### src/hdl/nearest_neighbour_tour_defines.svh
// assertion macros for the tour builder
`ifndef NEAREST_NEIGHBOUR_TOUR_DEFINES_SVH
`define NEAREST_NEIGHBOUR_TOUR_DEFINES_SVH

`ifndef SYNTHESIS
`define NNT_ASSERT(lbl, clk, rstn, prop) \
  lbl: assert property (@(posedge clk) disable iff (!rstn) prop) \
    else $error("nnt assertion failed");
`define NNT_ASSERT_NEXT(lbl, clk, rstn, ante, cons) \
  lbl: assert property (@(posedge clk) disable iff (!rstn) (ante) |=> (cons)) \
    else $error("nnt assertion failed");
`else
`define NNT_ASSERT(lbl, clk, rstn, prop)
`define NNT_ASSERT_NEXT(lbl, clk, rstn, ante, cons)
`endif

`endif

### src/hdl/nnt_pkg.sv
package nnt_pkg;

  localparam int MAX_POINTS_DEF = 64;
  localparam int COORD_FRAC_DEF = 10;
  localparam int COORD_W        = 31;
  localparam int IDX_OUT_W      = 6;
  localparam int DIST_W         = 33;

  typedef logic signed [COORD_W-1:0] coord_t;
  typedef logic [IDX_OUT_W-1:0]      pidx_t;

  typedef enum logic [3:0] {
    ST_IDLE, ST_RD0, ST_CAP, ST_EMIT, ST_SCAN,
    ST_DIFF, ST_MUL, ST_ADD, ST_SQRT, ST_DECIDE
  } state_t;

  typedef struct packed {
    logic load;
    logic rd0;
    logic cap_cur;
    logic emit;
    logic finish;
    logic skip;
    logic diff;
    logic mul;
    logic add;
    logic sqrt_step;
    logic decide;
    logic advance;
  } cmd_t;

  typedef struct packed {
    logic scan_done;
    logic cand_visited;
    logic last_step;
    logic sqrt_last;
    logic out_free;
  } stat_t;

endpackage

### src/hdl/nnt_ctrl.sv
module nnt_ctrl (
  input  logic            clk,
  input  logic            rst_n,
  input  logic            in_valid,
  input  logic            in_final,
  output logic            in_ready,
  input  nnt_pkg::stat_t  stat,
  output nnt_pkg::cmd_t   cmd
);

  nnt_pkg::state_t state_r, state_nxt;

  always_ff @(posedge clk) begin
    if (!rst_n) begin
      state_r <= nnt_pkg::ST_IDLE;
    end else begin
      state_r <= state_nxt;
    end
  end

  always_comb begin
    state_nxt = state_r;
    cmd       = '0;
    in_ready  = 1'b0;
    unique case (state_r)
      nnt_pkg::ST_IDLE: begin
        in_ready = 1'b1;
        if (in_valid) begin
          cmd.load = 1'b1;
          if (in_final) begin
            state_nxt = nnt_pkg::ST_RD0;
          end
        end
      end
      nnt_pkg::ST_RD0: begin
        cmd.rd0   = 1'b1;
        state_nxt = nnt_pkg::ST_CAP;
      end
      nnt_pkg::ST_CAP: begin
        cmd.cap_cur = 1'b1;
        state_nxt   = nnt_pkg::ST_EMIT;
      end
      nnt_pkg::ST_EMIT: begin
        if (stat.out_free) begin
          cmd.emit = 1'b1;
          if (stat.last_step) begin
            cmd.finish = 1'b1;
            state_nxt  = nnt_pkg::ST_IDLE;
          end else begin
            state_nxt = nnt_pkg::ST_SCAN;
          end
        end
      end
      nnt_pkg::ST_SCAN: begin
        priority if (stat.scan_done) begin
          cmd.advance = 1'b1;
          state_nxt   = nnt_pkg::ST_EMIT;
        end else if (stat.cand_visited) begin
          cmd.skip = 1'b1;
        end else begin
          state_nxt = nnt_pkg::ST_DIFF;
        end
      end
      nnt_pkg::ST_DIFF: begin
        cmd.diff  = 1'b1;
        state_nxt = nnt_pkg::ST_MUL;
      end
      nnt_pkg::ST_MUL: begin
        cmd.mul   = 1'b1;
        state_nxt = nnt_pkg::ST_ADD;
      end
      nnt_pkg::ST_ADD: begin
        cmd.add   = 1'b1;
        state_nxt = nnt_pkg::ST_SQRT;
      end
      nnt_pkg::ST_SQRT: begin
        cmd.sqrt_step = 1'b1;
        if (stat.sqrt_last) begin
          state_nxt = nnt_pkg::ST_DECIDE;
        end
      end
      nnt_pkg::ST_DECIDE: begin
        cmd.decide = 1'b1;
        state_nxt  = nnt_pkg::ST_SCAN;
      end
      default: begin
        state_nxt = nnt_pkg::ST_IDLE;
      end
    endcase
  end

endmodule

### config.mk
export PLATFORM = sky130hd
export DESIGN_NAME = nnt_ctrl
export DESIGN_NICKNAME = d
export VERILOG_FILES = /design/src/hdl/nearest_neighbour_tour_defines.svh /design/src/hdl/nnt_pkg.sv /design/src/hdl/nnt_ctrl.sv
export SDC_FILE = /design/constraint.sdc
export NUM_CORES = 1
export LEC_CHECK = 0
export ABC_AREA = 1
export BUFFER_PORTS_ARGS = -buffer_cell sky130_fd_sc_hd__buf_2
export CELL_PAD_IN_SITES_DETAIL_PLACEMENT = 1
export CELL_PAD_IN_SITES_GLOBAL_PLACEMENT = 1
export CORE_MARGIN = 1
export CORE_UTILIZATION = 25
export CTS_CLUSTER_SIZE = 8
export DETAILED_ROUTE_END_ITERATION = 16
export PLACE_DENSITY_LB_ADDON = 0.05
export REMOVE_ABC_BUFFERS = 1
export SYNTH_ARGS = -nofsm -noshare
export SYNTH_HDL_FRONTEND = slang
export SYNTH_SLANG_ARGS = --single-unit
export TNS_END_PERCENT = 50
### constraint.sdc
create_clock -name clk -period 1.5 [get_ports clk]
set_clock_uncertainty 0.2 [all_clocks]
set_input_delay 0.3 -clock clk [delete_from_list [all_inputs] [get_ports clk]]
set_output_delay 0.3 -clock clk [all_outputs]
set_load 0.02 [all_outputs]
# Word level (Yosys, flattened, before mapping)
# Cells that the tools add are included.
classes:
  muxes: 26
  n_eq_ne: 14
  reduce_logical: 2
op_table:
  columns: ["operator", "n"]
  rows:
  - ["4-bit case mux with 10 select lines", 1]
  - ["4-bit two-way mux", 6]
  - ["4-bit by 3-bit == test with 1-bit output, second input constant", 4]
  - ["1-bit two-way mux", 16]
  - ["4-bit by 2-bit == test with 1-bit output, second input constant", 2]
  - ["4-bit == test, second input constant", 2]
  - ["2-bit != test, second input constant", 4]
  - ["5-bit AND reduction", 1]
  - ["4-bit by 1-bit == test with 1-bit output, second input constant", 1]
  - ["4-bit zero test", 1]
  - ["2-bit two-way mux", 2]
  - ["3-bit two-way mux", 1]
  - ["3-bit != test, second input constant", 1]
totals:
  register_bits: 4
  input_bits: 9

# Depth between registers and ports, before layout
depth:
  depth_word: 3
  depth_mapped: 8

# Worst setup path before layout
# Ideal clock, no wire load.
synth_timing:
  path_type: "flip-flop to output port"
  startpoint: "register state_r[3]"
  endpoint: "output cmd[7] in the netlist's numbering"
  stages_incl_launch_ff: 4
  path_buffers: 0
  arrival_time_ps: 1119
  t_required_ps: 1000
  slack_ps: -119
  path_cell_list: "dfxtp_1 nor2_2 nand2_1 nor3_1"
synth_lines:
  columns: ["element", "line_no", "source"]
  rows:
  - ["start: declaration", "nnt_ctrl.sv:11", "nnt_pkg::state_t state_r, state_nxt;"]
  - ["start signal: assignment", "nnt_ctrl.sv:15", "state_r <= nnt_pkg::ST_IDLE;"]
  - ["start signal: assignment", "nnt_ctrl.sv:17", "state_r <= state_nxt;"]
  - ["end: declaration", "nnt_ctrl.sv:8", "output nnt_pkg::cmd_t cmd"]

==> impl_metrics.csv <==
group,metric,value,unit
final_layout,fillers,181,
setup_path,setup.worst_path.class,"flop to primary output",
placed_design,numPortBuffers,21,
final_layout,largestRegisters,"state_r: 4 flops",
clock_network,clk_latency,0.24,ns
floorplanning,initial_core_util,28.1,%
yosys,syn_area_per_cell,6.00,um2
hold_path,hp-class,"input port to flop",
clock_network,htreeDepth,1,
final_layout,multiInputGateArea,297,um2
floorplanning,die_x,41.2,um
pwr,p_int,0.718,mW
pwr,seq_power_share,18.1,%
global_route,grt_util_all_layers,18.0,%
setup_path,reg2regPathDepth,7,
global_route,grt_pass1_wl,1.99,mm
clock_network,cts_sinks,4,
detailed_routing,avgRoutedWirePerCell,11.5,um
setup_path,critPathArrivalTime,1.18,ns
timing,setup_viol,13,
final_layout,register_area,95.1,um2
floorplanning,core_area,1370,um2
placed_design,place_inst,109,
setup_path,cp_top_family,"flip-flops",
final_layout,largest_register_ffs,4,
setup_path,critPathBufInv,2,
detailed_routing,drc,0,
final_layout,drive_above_1_share,63.0,%
hold_path,whs_path_depth,3,
yosys,ys_warn_count,0,
timing,finalCritPeriodShare,112,%
timing,worst_pin_slew,0.223,ns
yosys,yosysUniqueCellTypes,17,
clock_network,root_buffer,"clkbuf_4",
pwr,p_clk_share,9.5,%
yosys,synth_top_family_by_area,"simple AND/OR/NAND/NOR gates",
floorplanning,fp.dieArea,1700,um2
pwr,swShare,49.2,%
floorplanning,ioPinCount,22,
pwr,power_frac_comb,72.4,%
placed_design,placed_area,576,um2
final_layout,layout_common_cells,"buf_4 (17), inv_1 (9), buf_2 (8), buf_6 (8)",
pwr,power.total,1.41,mW
floorplanning,die_y,41.2,um
timing,fin_crit,1.68,ns
final_layout,instances_no_fill,115,
placed_design,pre_cts_slack,-0.0348,ns
global_route,grt.overflow.total,0,
timing,maxSlewViolCount,0,
setup_path,reg2reg_from,"state_r[2]",
global_route,grt_pass1_vias,488,
yosys,synth_edf_count,0,
setup_path,cp.required,1.00,ns
final_layout,stdcell_area,748,um2
floorplanning,rows,13,
yosys,syn_area,384,um2
detailed_routing,ant_nets,0,
yosys,synthXorXnorAreaFrac,0,%
yosys,async_flop_share,0,%
yosys,synth_seq_cells,4,
setup_path,start_kind,"flop",
clock_network,cts_hold_buf,0,
yosys,synthCells,64,
yosys,muxShareOfSynthArea,0,%
pwr,p_switching,0.696,mW
clock_network,cts_made_buffers,3,
global_route,grt_max_degree,7,
pwr,irDropWorstVdd,0.000825,V
placed_design,hpwlAfterDp,968,um
placed_design,place_congestion,0.751,
final_layout,diodes,0,
detailed_routing,routed_wl,1.32,mm
final_layout,largest_register,"state_r",
outcome,status,"finished with violations",
setup_path,r2r_end,"state_r[0]",
setup_path,path_max_fanout,4,
clock_network,cts.path.max_buffers,2,
detailed_routing,first_pass_iters,2,
final_layout,area_delta_synth_final,94.8,%
hold_path,holdPathEnd,"state_r[0]",
setup_path,cpPeakStageDelay,0.35,ns
setup_path,worstSetupEndpointType,"primary output",
timing,rsz0062_at_grt,"true",
detailed_routing,vias,537,
yosys,ys.flop_type,"dfxtp_1",
hold_path,hp-start,"rst_n",
pwr,cellPowerDensity,1890,nW/um2
detailed_routing,avgViaCountPerCell,4.67,
clock_network,cts_tree,"yes",
timing,hold_viol_final,0,
timing,max_freq,0.596,GHz
setup_path,reg2reg_slack,0.10,ns
final_layout,final_common_cell,"buf_4",
outcome,violations,"setup timing",
pwr,p_leak,0.404,nW
timing,layout_setup_ws,-0.178,ns
yosys,synth-simple-area-share,57.3,%
setup_path,crit_path_top_delay_cell,"dfxtp_4",
timing,setup_tns,-1.59,ns
yosys,synth_compound_area_share,7.17,%
detailed_routing,dr.first_iter.drc_count,4,
global_route,antenna_found_initial,0,
timing,slew_headroom,85.1,%
setup_path,crit_chain,"buf_6 > nor2_4 > nand2_2 > nor2_1 > buf_4",
flow_run,cap_violations,0,
yosys,synth_seq_area_share,20.8,%
final_layout,fin_nets,111,
yosys,synth_adder_area_share,0,%
clock_network,clkTransAtPathRegs,0.04,ns
## worst max-delay path by stage
stage                     from  endpoint  slack [ns]  cells after the start
CTS                 state_r[3]    cmd[4]       -0.20                      5
global placement    state_r[1]    cmd[7]        0.01                      5
floorplan           state_r[3]    cmd[7]       -0.12                      3
detailed placement  state_r[3]    cmd[3]       -0.03                      5
finish              state_r[3]    cmd[0]       -0.18                      5
global route        state_r[3]    cmd[0]       -0.26                      5
## cells in the mapped netlist (2+ instances only)
cell type / count / area [um2]
nand4_1: 4 / 25.0
nand3_1: 5 / 25.0
nor2_1: 9 / 33.8
inv_1: 14 / 52.6
nand2_2: 2 / 12.5
dfxtp_1: 4 / 80.1
nor2_2: 3 / 18.8
nand2_1: 8 / 30.0
o21ai_0: 3 / 15.0
nor3_1: 3 / 15.0
nand3_2: 2 / 20.0
nor2_4: 2 / 22.5
## power by group through the flow
stage / Combinational [mW] / Sequential [mW] / Clock [mW]
CTS: 0.927 / 0.228 / 0.141
finish: 1.02 / 0.255 / 0.134
global placement: 0.795 / 0.204 / 0
global route: 1.13 / 0.264 / 0.149
detailed placement: 0.807 / 0.204 / 0
floorplan: 0.498 / 0.200 / 0
## per-stage QoR
stage / utilization [%] / hold slack [ns]
final: 54.8 / 0.121
after global routing: 54.8 / 0.134
after CTS: 49.8 / 0.120
after detailed placement: 42.1 / 0.375
after global placement: 42.1 / 0.378
after floorplan: - / 0.218
## cell families after synthesis
group,Yosys count
simple gates,40
buf+inv,15
compound gates,5
flops,4
## layout make-up
cell class	instances	area share [%]
Multi-Input combinational cell	45	39.6
Clock buffer	3	3.01
Timing Repair Buffer	33	34.4
Tap cell	15	2.51
Inverter	15	7.69
Sequential cell	4	12.7
## timing repair
| item | in CTS | in global routing |
|---|---|---|
| cloned | 0 | 0 |
| gates resized for setup | 26 | 20 |
| pin swaps | 3 | 4 |
| setup buffers | 3 | 0 |
| endpoints found under the setup margin | 13 | 14 |
## worst min-delay path: stages
cell and delay (ns):
buf_2 0.12, nand2_1 0.06, nor2_1 0.03
## routing by layer
| metal | GRT usage (%) | vias up | part of all wire, % | routed length, um |
|---|---|---|---|---|
| li1 | - | 277 | - | - |
| met1 | 20.9 | 244 | 43 | 565 |
| met2 | 33.2 | 14 | 52 | 689 |
| met3 | 1.63 | 2 | 3.1 | 41 |
| met4 | 7.26 | 0 | 1.8 | 24 |
| met5 | 0 | - | 0 | 0 |
Power figures use the tool's default switching activity.
